==> src/rtl/ccl_pkg.sv <==
`timescale 1ns / 1ps
// ccl_pkg: shared types, codes and CRC helpers for the CRC-checked command link.
// Used by every module under rtl/; depends on nothing.
package ccl_pkg;

    localparam int CCL_MAX_CMD_BYTES = 16;
    // job length/index field, wide enough for buffers up to 63 bytes
    localparam int CCL_LEN_W         = 6;
    localparam int CCL_QUEUE_DEPTH   = 4;
    localparam int CCL_VALUE_BYTES   = 4;

    localparam logic [15:0] CRC_POLY  = 16'h1021;
    localparam logic [7:0]  ACK_BYTE  = 8'hFF;
    localparam logic [7:0]  RETRY_RST = 8'd2;

    // input beat function codes
    localparam logic [1:0] FUNC_WRITE = 2'd0;
    localparam logic [1:0] FUNC_READ  = 2'd1;
    localparam logic [1:0] FUNC_RX    = 2'd2;
    localparam logic [1:0] FUNC_NOP   = 2'd3;

    // read reply kinds
    localparam logic [1:0] KIND_ONE         = 2'd0;
    localparam logic [1:0] KIND_TWO         = 2'd1;
    localparam logic [1:0] KIND_FOUR        = 2'd2;
    localparam logic [1:0] KIND_FOUR_STATUS = 2'd3;

    typedef enum logic [1:0] {
        PH_IDLE,
        PH_COLLECT,
        PH_ACK,
        PH_READ
    } phase_t;

    typedef enum logic [1:0] {
        JOB_WRITE,
        JOB_READ,
        JOB_REPLAY,
        JOB_DONE
    } job_kind_t;

    typedef enum logic [1:0] {
        BK_IDLE,
        BK_RUN,
        BK_FETCH,
        BK_SHOW
    } back_state_t;

    typedef struct packed {
        logic [1:0] func;
        logic [7:0] data_byte;
        logic       last_byte;
        logic [7:0] address;
        logic [7:0] command;
        logic [1:0] reply_kind;
    } in_beat_t;

    typedef struct packed {
        logic        tx_valid;
        logic [7:0]  tx_byte;
        logic        done_res;
        logic        success;
        logic [31:0] read_value;
        logic [7:0]  status_byte;
        logic        last;
    } out_beat_t;

    // one entry of the front-to-back queue
    typedef struct packed {
        job_kind_t            kind;
        logic [7:0]           byte_a;    // write byte / address
        logic [7:0]           byte_b;    // command
        logic                 with_crc;  // write: final byte, append CRC
        logic [15:0]          crc;
        logic [CCL_LEN_W-1:0] len;       // write: buffer index, replay: length
        logic                 ok;
        logic [31:0]          value;
        logic [7:0]           status;
    } job_t;

    // one byte through the MSB-first CRC-16; flattens to an XOR network
    function automatic logic [15:0] crc_fold(input logic [15:0] crc, input logic [7:0] b);
        logic [15:0] r;
        r = crc ^ {b, 8'h00};
        for (int k = 0; k < 8; k++) begin
            r = r[15] ? ({r[14:0], 1'b0} ^ CRC_POLY) : {r[14:0], 1'b0};
        end
        return r;
    endfunction

    function automatic logic [2:0] reply_len(input logic [1:0] kind);
        logic [2:0] n;
        unique case (kind)
            KIND_ONE:  n = 3'd1;
            KIND_TWO:  n = 3'd2;
            KIND_FOUR: n = 3'd4;
            default:   n = 3'd5;
        endcase
        return n;
    endfunction

endpackage

==> src/rtl/crc_checked_command_link.sv <==
`timescale 1ns / 1ps
// crc_checked_command_link: top level of the CRC-16 command link host side.
// Instantiates ccl_front, ccl_queue and ccl_back; depends on ccl_pkg.
//
//   channel | direction | handshake          | beat
//   --------+-----------+--------------------+---------------------------
//   in      | into      | in_valid/in_stall  | in_data  (in_beat_t)
//   out     | out of    | out_valid/out_stall| out_data (out_beat_t)
//   cfg     | into      | cfg_wr_en          | cfg_wr_data (retry_limit)
//
// The front takes one input beat per cycle while the 4-entry job queue has room;
// in_stall is the queue-full flag.
// The back pops one job at a time in IDLE, then emits its fixed output beats from RUN
// (data, address, command, CRC bytes, completion); it pops another job only after the last beat.
// Each replayed buffer byte goes through FETCH (registered buffer read) and then SHOW,
// and the CRC bytes of the retry follow in RUN.
// Reset clears phase, CRC, counters and queue; retry_limit returns to 2.
// out_stall holds the output register; the queue absorbs input meanwhile.
module crc_checked_command_link #(
    parameter int MAX_CMD_BYTES = ccl_pkg::CCL_MAX_CMD_BYTES
) (
    input  logic               clk,
    input  logic               rst_n,
    input  logic               in_valid,
    output logic               in_stall,
    input  ccl_pkg::in_beat_t  in_data,
    output logic               out_valid,
    input  logic               out_stall,
    output ccl_pkg::out_beat_t out_data,
    input  logic               cfg_wr_en,
    input  logic [7:0]         cfg_wr_data
);
    import ccl_pkg::*;

    logic   q_push;
    logic   q_full;
    job_t   push_job;
    job_t   head_job;
    logic   q_empty;
    logic   q_pop;

    ccl_front #(
        .MAX_CMD_BYTES(MAX_CMD_BYTES)
    ) u_front (
        .clk        (clk),
        .rst_n      (rst_n),
        .in_valid   (in_valid),
        .in_stall   (in_stall),
        .in_data    (in_data),
        .cfg_wr_en  (cfg_wr_en),
        .cfg_wr_data(cfg_wr_data),
        .q_full     (q_full),
        .q_push     (q_push),
        .q_job      (push_job)
    );

    ccl_queue u_queue (
        .clk     (clk),
        .rst_n   (rst_n),
        .push    (q_push),
        .full    (q_full),
        .push_job(push_job),
        .pop     (q_pop),
        .empty   (q_empty),
        .head    (head_job)
    );

    ccl_back #(
        .MAX_CMD_BYTES(MAX_CMD_BYTES)
    ) u_back (
        .clk      (clk),
        .rst_n    (rst_n),
        .q_empty  (q_empty),
        .q_pop    (q_pop),
        .q_head   (head_job),
        .out_valid(out_valid),
        .out_stall(out_stall),
        .out_data (out_data)
    );

endmodule

==> src/rtl/ccl_front.sv <==
`timescale 1ns / 1ps
// ccl_front: accepts input beats, tracks link phase, CRC and retries, and
// queues one job per beat that produces output. Depends on ccl_pkg.
module ccl_front #(
    parameter int MAX_CMD_BYTES = ccl_pkg::CCL_MAX_CMD_BYTES
) (
    input  logic             clk,
    input  logic             rst_n,
    input  logic             in_valid,
    output logic             in_stall,
    input  ccl_pkg::in_beat_t in_data,
    input  logic             cfg_wr_en,
    input  logic [7:0]       cfg_wr_data,
    input  logic             q_full,
    output logic             q_push,
    output ccl_pkg::job_t    q_job
);
    import ccl_pkg::*;

    localparam int LEN_W = $clog2(MAX_CMD_BYTES + 1);

    phase_t      phase_reg, phase_next;
    logic [15:0] crc_reg, crc_next;
    logic [LEN_W-1:0] cmd_length_reg, cmd_length_next;
    logic [7:0]  tries_left_reg, tries_left_next;
    logic [1:0]  saved_kind_reg, saved_kind_next;
    logic [2:0]  rx_index_reg, rx_index_next;
    logic [31:0] value_accum_reg, value_accum_next;
    logic [7:0]  status_hold_reg, status_hold_next;
    logic [7:0]  saved_address_reg, saved_address_next;
    logic [7:0]  saved_command_reg, saved_command_next;
    logic [7:0]  crc_high_hold_reg, crc_high_hold_next;
    logic [7:0]  retry_limit_reg;

    logic             accept;
    logic [LEN_W-1:0] base_len;
    logic [15:0]      base_crc;
    logic [15:0]      fold_db;
    logic [15:0]      seed_new;
    logic [15:0]      seed_saved;
    logic [2:0]       n_bytes;
    logic [15:0]      crc_got;

    assign in_stall = q_full;
    assign accept   = in_valid && !q_full;

    // a write starting from idle begins with an empty buffer and zero CRC
    assign base_len   = (phase_reg == PH_IDLE) ? '0 : cmd_length_reg;
    assign base_crc   = (phase_reg == PH_IDLE) ? '0 : crc_reg;
    assign fold_db    = crc_fold(base_crc, in_data.data_byte);
    assign seed_new   = crc_fold(crc_fold('0, in_data.address), in_data.command);
    assign seed_saved = crc_fold(crc_fold('0, saved_address_reg), saved_command_reg);
    assign n_bytes    = reply_len(saved_kind_reg);
    assign crc_got    = {crc_high_hold_reg, in_data.data_byte};

    always_ff @(posedge clk or negedge rst_n) begin
        if (!rst_n)
        begin
            retry_limit_reg <= RETRY_RST;
        end
        else if (cfg_wr_en)
        begin
            retry_limit_reg <= cfg_wr_data;
        end
    end

    always_ff @(posedge clk or negedge rst_n) begin
        if (!rst_n)
        begin
            phase_reg         <= PH_IDLE;
            crc_reg           <= '0;
            cmd_length_reg    <= '0;
            tries_left_reg    <= '0;
            saved_kind_reg    <= '0;
            rx_index_reg      <= '0;
            value_accum_reg   <= '0;
            status_hold_reg   <= '0;
            saved_address_reg <= '0;
            saved_command_reg <= '0;
            crc_high_hold_reg <= '0;
        end
        else
        begin
            phase_reg         <= phase_next;
            crc_reg           <= crc_next;
            cmd_length_reg    <= cmd_length_next;
            tries_left_reg    <= tries_left_next;
            saved_kind_reg    <= saved_kind_next;
            rx_index_reg      <= rx_index_next;
            value_accum_reg   <= value_accum_next;
            status_hold_reg   <= status_hold_next;
            saved_address_reg <= saved_address_next;
            saved_command_reg <= saved_command_next;
            crc_high_hold_reg <= crc_high_hold_next;
        end
    end

    always_comb begin
        phase_next         = phase_reg;
        crc_next           = crc_reg;
        cmd_length_next    = cmd_length_reg;
        tries_left_next    = tries_left_reg;
        saved_kind_next    = saved_kind_reg;
        rx_index_next      = rx_index_reg;
        value_accum_next   = value_accum_reg;
        status_hold_next   = status_hold_reg;
        saved_address_next = saved_address_reg;
        saved_command_next = saved_command_reg;
        crc_high_hold_next = crc_high_hold_reg;
        q_push             = 1'b0;
        q_job              = '0;

        if (accept)
        begin
            unique case (in_data.func)
                FUNC_WRITE:
                begin
                    if (phase_reg == PH_IDLE || phase_reg == PH_COLLECT)
                    begin
                        q_push = 1'b1;
                        if (base_len >= LEN_W'(MAX_CMD_BYTES))
                        begin
                            // overlong: drop byte, fail at once
                            q_job.kind      = JOB_DONE;
                            phase_next      = PH_IDLE;
                            cmd_length_next = '0;
                            crc_next        = base_crc;
                        end
                        else
                        begin
                            q_job.kind      = JOB_WRITE;
                            q_job.byte_a    = in_data.data_byte;
                            q_job.len       = CCL_LEN_W'(base_len);
                            q_job.with_crc  = in_data.last_byte;
                            q_job.crc       = fold_db;
                            cmd_length_next = base_len + 1'b1;
                            crc_next        = fold_db;
                            if (in_data.last_byte)
                            begin
                                tries_left_next = retry_limit_reg;
                                phase_next      = PH_ACK;
                            end
                            else
                            begin
                                phase_next = PH_COLLECT;
                            end
                        end
                    end
                end
                FUNC_READ:
                begin
                    if (phase_reg == PH_IDLE)
                    begin
                        saved_address_next = in_data.address;
                        saved_command_next = in_data.command;
                        saved_kind_next    = in_data.reply_kind;
                        tries_left_next    = retry_limit_reg;
                        phase_next         = PH_READ;
                        crc_next           = seed_new;
                        rx_index_next      = '0;
                        value_accum_next   = '0;
                        status_hold_next   = '0;
                        q_push             = 1'b1;
                        q_job.kind         = JOB_READ;
                        q_job.byte_a       = in_data.address;
                        q_job.byte_b       = in_data.command;
                    end
                end
                FUNC_RX:
                begin
                    if (phase_reg == PH_ACK)
                    begin
                        q_push = 1'b1;
                        if (in_data.data_byte == ACK_BYTE)
                        begin
                            q_job.kind = JOB_DONE;
                            q_job.ok   = 1'b1;
                            phase_next = PH_IDLE;
                        end
                        else if (tries_left_reg != '0)
                        begin
                            // the buffer CRC is unchanged, so the replay reuses it
                            tries_left_next = tries_left_reg - 1'b1;
                            q_job.kind      = JOB_REPLAY;
                            q_job.len       = CCL_LEN_W'(cmd_length_reg);
                            q_job.crc       = crc_reg;
                        end
                        else
                        begin
                            q_job.kind = JOB_DONE;
                            phase_next = PH_IDLE;
                        end
                    end
                    else if (phase_reg == PH_READ)
                    begin
                        if (rx_index_reg < n_bytes)
                        begin
                            crc_next = fold_db;
                            if (rx_index_reg < 3'(CCL_VALUE_BYTES))
                            begin
                                value_accum_next = {value_accum_reg[23:0], in_data.data_byte};
                            end
                            else
                            begin
                                status_hold_next = in_data.data_byte;
                            end
                            rx_index_next = rx_index_reg + 1'b1;
                        end
                        else if (rx_index_reg == n_bytes)
                        begin
                            crc_high_hold_next = in_data.data_byte;
                            rx_index_next      = rx_index_reg + 1'b1;
                        end
                        else
                        begin
                            q_push = 1'b1;
                            if (crc_got == crc_reg)
                            begin
                                q_job.kind   = JOB_DONE;
                                q_job.ok     = 1'b1;
                                q_job.value  = value_accum_reg;
                                q_job.status = (saved_kind_reg == KIND_FOUR_STATUS) ?
                                               status_hold_reg : 8'h00;
                                phase_next    = PH_IDLE;
                                rx_index_next = '0;
                            end
                            else if (tries_left_reg != '0)
                            begin
                                tries_left_next  = tries_left_reg - 1'b1;
                                crc_next         = seed_saved;
                                rx_index_next    = '0;
                                value_accum_next = '0;
                                status_hold_next = '0;
                                q_job.kind       = JOB_READ;
                                q_job.byte_a     = saved_address_reg;
                                q_job.byte_b     = saved_command_reg;
                            end
                            else
                            begin
                                q_job.kind    = JOB_DONE;
                                phase_next    = PH_IDLE;
                                rx_index_next = '0;
                            end
                        end
                    end
                end
                default:
                begin
                end
            endcase
        end
    end

endmodule

==> src/rtl/ccl_queue.sv <==
`timescale 1ns / 1ps
// ccl_queue: short show-ahead job queue between front and back.
// Depends on ccl_pkg.
module ccl_queue (
    input  logic             clk,
    input  logic             rst_n,
    input  logic             push,
    output logic             full,
    input  ccl_pkg::job_t    push_job,
    input  logic             pop,
    output logic             empty,
    output ccl_pkg::job_t    head
);
    import ccl_pkg::*;

    localparam int PTR_W = $clog2(CCL_QUEUE_DEPTH);
    localparam int CNT_W = $clog2(CCL_QUEUE_DEPTH + 1);

    job_t             slots [CCL_QUEUE_DEPTH];
    logic [PTR_W-1:0] wr_ptr_reg, wr_ptr_next;
    logic [PTR_W-1:0] rd_ptr_reg, rd_ptr_next;
    logic [CNT_W-1:0] count_reg, count_next;
    logic             do_push;
    logic             do_pop;

    assign full    = (count_reg == CNT_W'(CCL_QUEUE_DEPTH));
    assign empty   = (count_reg == '0);
    assign head    = slots[rd_ptr_reg];
    assign do_push = push && !full;
    assign do_pop  = pop && !empty;

    always_comb begin
        wr_ptr_next = wr_ptr_reg;
        rd_ptr_next = rd_ptr_reg;
        count_next  = count_reg;
        if (do_push)
        begin
            wr_ptr_next = (wr_ptr_reg == PTR_W'(CCL_QUEUE_DEPTH - 1)) ? '0 : wr_ptr_reg + 1'b1;
        end
        if (do_pop)
        begin
            rd_ptr_next = (rd_ptr_reg == PTR_W'(CCL_QUEUE_DEPTH - 1)) ? '0 : rd_ptr_reg + 1'b1;
        end
        case ({do_push, do_pop})
            2'b10:   count_next = count_reg + 1'b1;
            2'b01:   count_next = count_reg - 1'b1;
            default: count_next = count_reg;
        endcase
    end

    always_ff @(posedge clk or negedge rst_n) begin
        if (!rst_n)
        begin
            wr_ptr_reg <= '0;
            rd_ptr_reg <= '0;
            count_reg  <= '0;
        end
        else
        begin
            wr_ptr_reg <= wr_ptr_next;
            rd_ptr_reg <= rd_ptr_next;
            count_reg  <= count_next;
        end
    end

    always_ff @(posedge clk) begin
        if (do_push)
        begin
            slots[wr_ptr_reg] <= push_job;
        end
    end

endmodule

==> src/rtl/ccl_back.sv <==
`timescale 1ns / 1ps
// ccl_back: pops jobs, owns the command buffer and emits output beats through
// a registered output stage. Depends on ccl_pkg.
module ccl_back #(
    parameter int MAX_CMD_BYTES = ccl_pkg::CCL_MAX_CMD_BYTES
) (
    input  logic              clk,
    input  logic              rst_n,
    input  logic              q_empty,
    output logic              q_pop,
    input  ccl_pkg::job_t     q_head,
    output logic              out_valid,
    input  logic              out_stall,
    output ccl_pkg::out_beat_t out_data
);
    import ccl_pkg::*;

    localparam int LEN_W = $clog2(MAX_CMD_BYTES + 1);
    localparam int IDX_W = $clog2(MAX_CMD_BYTES);

    back_state_t      state_reg, state_next;
    job_t             job_reg, job_next;
    logic [1:0]       step_reg, step_next;
    logic [LEN_W-1:0] rd_cnt_reg, rd_cnt_next;
    logic             out_valid_reg, out_valid_next;
    out_beat_t        out_data_reg, out_data_next;

    logic [7:0]       cmd_buf [MAX_CMD_BYTES];
    logic [7:0]       rd_data_reg;
    logic             buf_we;
    logic             out_load;
    logic             emit;
    out_beat_t        beat;
    out_beat_t        run_beat;

    assign out_valid = out_valid_reg;
    assign out_data  = out_data_reg;
    assign out_load  = !out_valid_reg || !out_stall;

    // fixed beats of the current job, by step
    always_comb begin
        run_beat = '0;
        unique case (job_reg.kind)
            JOB_WRITE:
            begin
                run_beat.tx_valid = 1'b1;
                case (step_reg)
                    2'd0:
                    begin
                        run_beat.tx_byte = job_reg.byte_a;
                        run_beat.last    = !job_reg.with_crc;
                    end
                    2'd1:    run_beat.tx_byte = job_reg.crc[15:8];
                    default:
                    begin
                        run_beat.tx_byte = job_reg.crc[7:0];
                        run_beat.last    = 1'b1;
                    end
                endcase
            end
            JOB_READ:
            begin
                run_beat.tx_valid = 1'b1;
                run_beat.tx_byte  = (step_reg == 2'd0) ? job_reg.byte_a : job_reg.byte_b;
                run_beat.last     = (step_reg != 2'd0);
            end
            JOB_REPLAY:
            begin
                // buffer bytes already went out in FETCH/SHOW; only CRC is left
                run_beat.tx_valid = 1'b1;
                run_beat.tx_byte  = (step_reg == 2'd0) ? job_reg.crc[15:8] : job_reg.crc[7:0];
                run_beat.last     = (step_reg != 2'd0);
            end
            JOB_DONE:
            begin
                run_beat.done_res    = 1'b1;
                run_beat.success     = job_reg.ok;
                run_beat.read_value  = job_reg.value;
                run_beat.status_byte = job_reg.status;
                run_beat.last        = 1'b1;
            end
            default:
            begin
            end
        endcase
    end

    always_comb begin
        state_next     = state_reg;
        job_next       = job_reg;
        step_next      = step_reg;
        rd_cnt_next    = rd_cnt_reg;
        out_valid_next = out_valid_reg;
        out_data_next  = out_data_reg;
        q_pop          = 1'b0;
        buf_we         = 1'b0;
        emit           = 1'b0;
        beat           = '0;

        unique case (state_reg)
            BK_IDLE:
            begin
                if (!q_empty)
                begin
                    q_pop    = 1'b1;
                    job_next = q_head;
                    buf_we   = (q_head.kind == JOB_WRITE);
                    if (q_head.kind == JOB_REPLAY)
                    begin
                        rd_cnt_next = '0;
                        state_next  = BK_FETCH;
                    end
                    else
                    begin
                        step_next  = '0;
                        state_next = BK_RUN;
                    end
                end
            end
            BK_RUN:
            begin
                beat = run_beat;
                if (out_load)
                begin
                    emit = 1'b1;
                    if (run_beat.last)
                    begin
                        state_next = BK_IDLE;
                    end
                    else
                    begin
                        step_next = step_reg + 1'b1;
                    end
                end
            end
            BK_FETCH:
            begin
                state_next = BK_SHOW;
            end
            BK_SHOW:
            begin
                beat.tx_valid = 1'b1;
                beat.tx_byte  = rd_data_reg;
                if (out_load)
                begin
                    emit = 1'b1;
                    if (LEN_W'(rd_cnt_reg + 1'b1) == job_reg.len[LEN_W-1:0])
                    begin
                        rd_cnt_next = '0;
                        step_next   = '0;
                        state_next  = BK_RUN;
                    end
                    else
                    begin
                        rd_cnt_next = rd_cnt_reg + 1'b1;
                        state_next  = BK_FETCH;
                    end
                end
            end
            default:
            begin
                state_next = BK_IDLE;
            end
        endcase

        if (out_load)
        begin
            out_valid_next = emit;
            out_data_next  = beat;
        end
    end

    always_ff @(posedge clk or negedge rst_n) begin
        if (!rst_n)
        begin
            state_reg     <= BK_IDLE;
            step_reg      <= '0;
            rd_cnt_reg    <= '0;
            out_valid_reg <= 1'b0;
        end
        else
        begin
            state_reg     <= state_next;
            step_reg      <= step_next;
            rd_cnt_reg    <= rd_cnt_next;
            out_valid_reg <= out_valid_next;
        end
    end

    always_ff @(posedge clk) begin
        job_reg      <= job_next;
        out_data_reg <= out_data_next;
    end

    // command buffer: written on pop of a write job, read one byte per fetch
    always_ff @(posedge clk) begin
        if (buf_we)
        begin
            cmd_buf[q_head.len[IDX_W-1:0]] <= q_head.byte_a;
        end
        rd_data_reg <= cmd_buf[rd_cnt_reg[IDX_W-1:0]];
    end

endmodule

==> config.mk <==
export PLATFORM = sky130hd
export DESIGN_NAME = crc_checked_command_link
export DESIGN_NICKNAME = d
export VERILOG_FILES = /design/src/rtl/ccl_pkg.sv /design/src/rtl/crc_checked_command_link.sv /design/src/rtl/ccl_front.sv /design/src/rtl/ccl_queue.sv /design/src/rtl/ccl_back.sv
export SDC_FILE = /design/constraint.sdc
export NUM_CORES = 1
export LEC_CHECK = 0
export BUFFER_PORTS_ARGS = -buffer_cell sky130_fd_sc_hd__buf_2
export CORE_AREA = 3 3 255 207
export CTS_CLUSTER_DIAMETER = 50
export CTS_CLUSTER_SIZE = 28
export DETAILED_ROUTE_END_ITERATION = 10
export DIE_AREA = 0 0 258 210
export PLACE_DENSITY = 0.84
export SYNTH_ARGS = -nofsm -noshare
export SYNTH_HDL_FRONTEND = slang
export SYNTH_SLANG_ARGS = --single-unit
==> constraint.sdc <==
create_clock -name clk -period 7.1 [get_ports clk]
set_clock_uncertainty 0.15 [all_clocks]
set_input_delay 0.355 -clock clk [delete_from_list [all_inputs] [get_ports clk]]
set_output_delay 0.355 -clock clk [all_outputs]
set_load 0.03 [all_outputs]
Word level (Yosys, flattened, before mapping)
Memories as Yosys holds them, arrays and structs flattened. A register that Yosys moved wholly into a read port is not among the register bits.
Cells that the tools add are included.
Storage, ports and cells
  logic and storage cells: 368
  input port bits: 42
  memories: 2
  bits in writable memories: 456
  register bits: 258
  output and inout bits: 54
Cells by class
  add/sub/neg operators: 9
  equality and inequality tests: 49
  reduce and logical (&&, ||, !) cells: 41
  magnitude comparators: 3
  bitwise gates (word level): 46
  muxes and demuxes: 183
Memory list
  u_queue.slots: words 4, bits a word 82, rd ports 1, clocked after Yosys merged registers in 0, write ports 1, line ccl_queue.sv:19  | job_t slots [CCL_QUEUE_DEPTH];
  u_back.cmd_buf: words 16, bits a word 8, rd ports 1, clocked after Yosys merged registers in 1, write ports 1, line ccl_back.sv:28  | logic [7:0] cmd_buf [MAX_CMD_BYTES];
Operators by type and width (count)
  2-to-1 mux 13 bit: 40
  2-to-1 mux 32 bit: 8
  2-to-1 mux 16 bit: 13
  2-to-1 mux 41 bit: 5
  2-to-1 mux 8 bit: 23
  inverter 3 bit: 40
  2-to-1 mux 82 bit: 1
  2-to-1 mux 22 bit: 3
  one-hot mux 32 bit (2 select lines): 1
  2-to-1 mux 2 bit: 30
  2-to-1 mux 18 bit: 3
  one-hot mux 16 bit (3 select lines): 1
  one-hot mux 8 bit (2 select lines): 3
  bitwise XOR 16 bit: 3
  2-to-1 mux 23 bit: 2
  one-hot mux 22 bit (2 select lines): 1
  2-to-1 mux 42 bit: 1
  2-to-1 mux 40 bit: 1
  2-to-1 mux 5 bit: 6
  one-hot mux 10 bit (3 select lines): 1
  one-hot mux 9 bit (3 select lines): 1
  AND reduction 9 bit: 3
  == test 2 bit (second input constant): 13
  one-hot mux 8 bit (3 select lines): 1
  other kinds (48): 127

Logic depth before layout (Yosys ltp)
  depth after elaboration: 40
  gate-level depth with buffers: 17
  mapped depth without buffers: 17

By module
Synthesis repeated with hierarchy kept, for this count alone.
Second synthesis, totals
  cell total of the unflattened synthesis: 1886
  area total of the unflattened synthesis: 31211.2 um^2
Modules (own cells, without submodules)
  ccl_queue: cells an instance 468, area each 12273.0 um^2, instances 1, seq. area each 10024.6 um^2
  ccl_back: cells an instance 573, area each 10845.4 um^2, instances 1, seq. area each 8247.9 um^2
  ccl_front: cells an instance 845, area each 8092.8 um^2, instances 1, seq. area each 2703.8 um^2

Worst setup path after synthesis
No wires, ideal clock.
  path kind: reg2reg
  start: register u_front.saved_kind_reg[1]
  end: memory u_queue.slots[0][0] (netlist bit), enable pin
  clock period less this slack: 4393 ps
  data required time: 6502 ps
  path slack: 2707 ps
  path buffers: 0
  data arrival time: 3794 ps
  setup time: 448 ps
  stages on the path, launching flop included: 12
  cell sequence: dfrtp_1 inv_1 ha_1 inv_1 ha_1 nor2b_1 o21a_1 o21ai_2 nor2_1 nor2_1 a31oi_1 and2_1
Between the ends
  word-level cells in the longest chain between the ends: 12
  elaborated cells between the ends (all ways): 15
  those cells by class: order compare: 1; eq/ne: 3; mux: 9; reduce/logical: 2
RTL lines
  from (decl): line ccl_front.sv:26  | logic [1:0] saved_kind_reg, saved_kind_next;
  from (signal assigned): line ccl_front.sv:88  | saved_kind_reg <= saved_kind_next;
  == test 2 bit, or another cell as far along: line ccl_pkg.sv:93  | unique case (kind)
  one-hot mux 3 bit (3 select lines) *: line ccl_pkg.sv:93
  parallel branches: the longest is 2 deep, another holds < comparator 3 bit
  2-to-1 mux 1 bit *: line ccl_front.sv:196  | if (rx_index_reg < n_bytes)
  2-to-1 mux 1 bit *: line ccl_front.sv:194  | else if (phase_reg == PH_READ)
  2-to-1 mux 1 bit *: line ccl_front.sv:171  | if (phase_reg == PH_ACK)
  one-hot mux 1 bit (3 select lines) *: line ccl_front.sv:115  | unique case (in_data.func)
  2-to-1 mux 1 bit *: line ccl_front.sv:113  | if (accept)
  logical AND 1 bit *: line ccl_queue.sv:29  | assign do_push = push && !full;
  2-to-1 mux 1 bit *: line ccl_queue.sv:67  | if (do_push)
  2-to-1 mux 1 bit (implied by the code) *: line ccl_queue.sv:69  | slots[wr_ptr_reg] <= push_job;
  to (decl): line ccl_queue.sv:19
Mark *: on every way between the ends.

Worst setup path in the final report
  start: register u_front.phase_reg[0]
  end: memory u_queue.slots[1][44] (netlist bit), enable pin
Between the ends
  word-level cells in the longest chain between the ends: 8
  elaborated cells between the ends (all ways): 14
  those cells by class: eq/ne: 3; mux: 8; reduce/logical: 3
RTL lines
  from (decl): line ccl_front.sv:22  | phase_t phase_reg, phase_next;
  from (signal assigned): line ccl_front.sv:84  | phase_reg <= phase_next;
  == test 2 bit, or another cell as far along: line ccl_front.sv:194
  2-to-1 mux 1 bit or logical OR 1 bit (tied branches): line ccl_front.sv:194, ccl_front.sv:118
  2-to-1 mux 1 bit (on tied branches): line ccl_front.sv:171, ccl_front.sv:118
  one-hot mux 1 bit (3 select lines) *: line ccl_front.sv:115
  2-to-1 mux 1 bit *: line ccl_front.sv:113
  logical AND 1 bit *: line ccl_queue.sv:29
  2-to-1 mux 1 bit *: line ccl_queue.sv:67
  2-to-1 mux 1 bit (implied by the code) *: line ccl_queue.sv:69
Every way passes the cells marked *; elsewhere a longest branch is shown, timed or not.

==> results.tsv <==
metric	value	unit
status	complete, no violations	
post-route-util	65.5	%
critical_path.most_common_cell	nor2_1	
drc	0	
rr_startpoint	u_front.phase_reg[0]	
largest_reg_flops	324	
switchingPower	0.00471	W
cp-end-kind	register	
hold_violations	0	
grt_pass1_vias	16869	
num_rows	74	
start_util	59.5	%
grt_max_degree	71	
post_cts_resize_count	0	
fin_crit_sh	63.1	%
cts_tree	done	
p_int	0.00852	W
clockPowerShare	22.4	%
arrival	4.57	ns
detail_route.iter0.violations	2247	
max-vdd-ir-drop	0.000263	V
crit-reg2reg-capture	u_queue.slots[1][44]	
fp.dieH	210	microns
syn_area	0.0301	sq mm
cp_slowest_stage_delay	0.69	ns
io_pins	96	
ys.flop_type	edfxtp_1	
avgSynthCellArea	16.5	sq um
hold_path.class	in2reg	
grt_pass1_wl	105000	microns
power_frac_seq	46.2	%
max-cap-violations	0	
async_flop_share	17.4	%
insertion_delay	0.62	ns
cts.sinks	718	
ys_top_cells_by_area	edfxtp_1, dfrtp_1, mux4_2	
routed_wl	68100	microns
synth_warnings	0	
grt_usage	25.6	%
yosysUniqueCellTypes	82	
avgViaCountPerCell	6.46	
crit_path_end	u_queue.slots[1][44]	
ys_ff_latch	718	
synthCells	1832	
rsz0062_at_grt	false	
drive_gt1_share	20.3	%
slew_viol_final	0	
synth_most_common_cell	edfxtp_1	
antenna_found_initial	0	
antenna_left	0	
setup_tns	0	ns
yosys.area.top_type_share	58.3	%
crit_required	7.19	ns
r2r_cells	6	
clockBufferDepth	3	
wire_per_inst	25.9	microns
r2r_slack	2.62	ns
fin_ws	2.62	ns
finalCriticalPeriod	4.48	ns
cp_max_fo	42	
synth_area_leader_cell	edfxtp_1	
first_pass_iters	6	
p_leak	11.7	nW
h-tree-depth	2	
clk_pin_slew	0.09	ns
fmax	0.223	GHz
die-area	0.0542	sq mm
power_density	399	mW/mm^2
cts_made_buffers	45	
ys_seq_area_share	69.2	%
fin_nets	1990	
port-buffer-count	95	
synth_edf_count	585	
relSlewSlack	15.9	%
gp_congestion	0.931	
p_comb_share	31.4	%
synth_common_cells	edfxtp_1, dfrtp_1, mux4_2	
vias	17026	
cts-root-buf	clkbuf_16	
syn_to_final_growth	9.99	%
dpl.hpwl	43800	microns
startpoint	u_front.phase_reg[0]	
setup_violations	0	
slowest_stage	nor2_1	
critPathLaunchType	register	
num_antenna_cells	0	
worstMarginPinSlew	1.26	ns
grt_overflow	0	
fp.dieW	258	microns
core-area	0.0506	sq mm
swShare	35.6	%
cp_cell_sequence	nor2_1, and2_1, nor2_1, a31oi_1, and2_4, buf_4	
pre_cts_slack	2.66	ns
critPathKind	reg2reg	
syn-num-nets	1904	
## layer usage
metal,vias up,track usage (%),wire [microns]
met1,8720,38.1,28000
met2,980,39.9,32100
met3,133,4.88,6350
met4,0,6.57,1640
li1,7193,-,-
met5,-,0,0
## how the worst min path moves through the flow
| stage | startpoint | endpoint | slack, ns | depth (start not counted) |
|---|---|---|---|---|
| 2_1_floorplan | rst_n | u_back.out_valid | -0.09 | 0 |
| 3_3_place_gp | rst_n | u_front.saved_command_reg[2] | 0.26 | 1 |
| 3_5_place_dp | rst_n | u_front.saved_address_reg[2] | 0.26 | 1 |
| 4_1_cts | cfg_wr_en | u_front.retry_limit_reg[3] | 0.001 | 2 |
| 5_1_grt | cfg_wr_en | u_front.retry_limit_reg[3] | 0.02 | 2 |
| 6_report | cfg_wr_en | u_front.retry_limit_reg[3] | 0.02 | 2 |
## cells by family after synthesis
kind of cell	after synthesis	share of synthesized area, %
buf+inv	136	2.07
mux	174	11.0
flops	718	69.2
simple gates	394	6.59
xor+xnor	130	3.95
fa+ha+maj	30	1.27
compound gates	250	5.95
## timing repair
item / in CTS / in global routing
setup buffers: 0 / 0
hold buffers: 31 / 0
hold endpoints to repair: 95 / 0
## layout by cell type, fill, tap and decap left out, types with 5 or more instances in the layout
cell type      synthesis  layout
edfxtp_1             585     585
mux4_2               121     121
dfrtp_1              124     120
nor2_1               117     116
buf_2                 33      94
xnor2_1               87      87
and2_1                88      84
nand2_1               79      78
o21ai_0               54      54
clkbuf_16              0      47
mux2_2                46      46
a22o_1                45      45
xor2_1                37      37
a21oi_1               35      35
a22oi_1               31      31
dlygate4sd3_1          0      31
ha_1                  29      29
inv_1                 28      27
nor3_1                20      20
buf_4                  1      19
a222oi_1              17      17
nand2b_1              15      15
and3_1                14      14
nand3_1               14      14
nand4_1               13      13
o22ai_1               11      11
a31oi_1                8       8
dfxtp_1                8       8
clkinv_16              0       7
inv_6                  0       7
mux2i_1                6       6
clkinv_8               0       6
clkinv_2               0       5
nor4_1                 5       5
and2_4                 1       5
## final cells by class
cell class	instances	area [sq um]
Sequential cell	718	20900
Inverter	30	114
Tap cell	684	856
Fill cell	3284	17500
Multi-Input combinational cell	978	8690
Timing Repair Buffer	145	935
Clock buffer	48	1180
Clock inverter	32	515
## per-stage QoR
stage	cells	power (W)	hold WS, ns	cell area (sq um)
2_1_floorplan	1832	0.00904	-0.0906	30100
3_3_place_gp	2524	0.0101	0.255	31200
3_5_place_dp	2524	0.0103	0.262	31200
4_1_cts	2635	0.0132	0.00132	33200
5_1_grt	2635	0.0138	0.0199	33200
6_report	2635	0.0132	0.0201	33200
## power groups by stage
stage / logic, W / registers [W] / clock network (W)
CTS: 0.00412 / 0.00610 / 0.00300
floorplan: 0.00307 / 0.00597 / 0
detailed placement: 0.00407 / 0.00618 / 0
finish: 0.00415 / 0.00611 / 0.00297
global route: 0.00447 / 0.00619 / 0.00316
global placement: 0.00396 / 0.00614 / 0
## worst max-delay path, delay by kind of cell (launching register included)
family          cells  cell delay (ns)
simple gates        4             2.17
buf+inv             1             0.65
compound gates      1             0.55
flops               1             0.54
No activity file was read; power rests on OpenSTA's default activity.
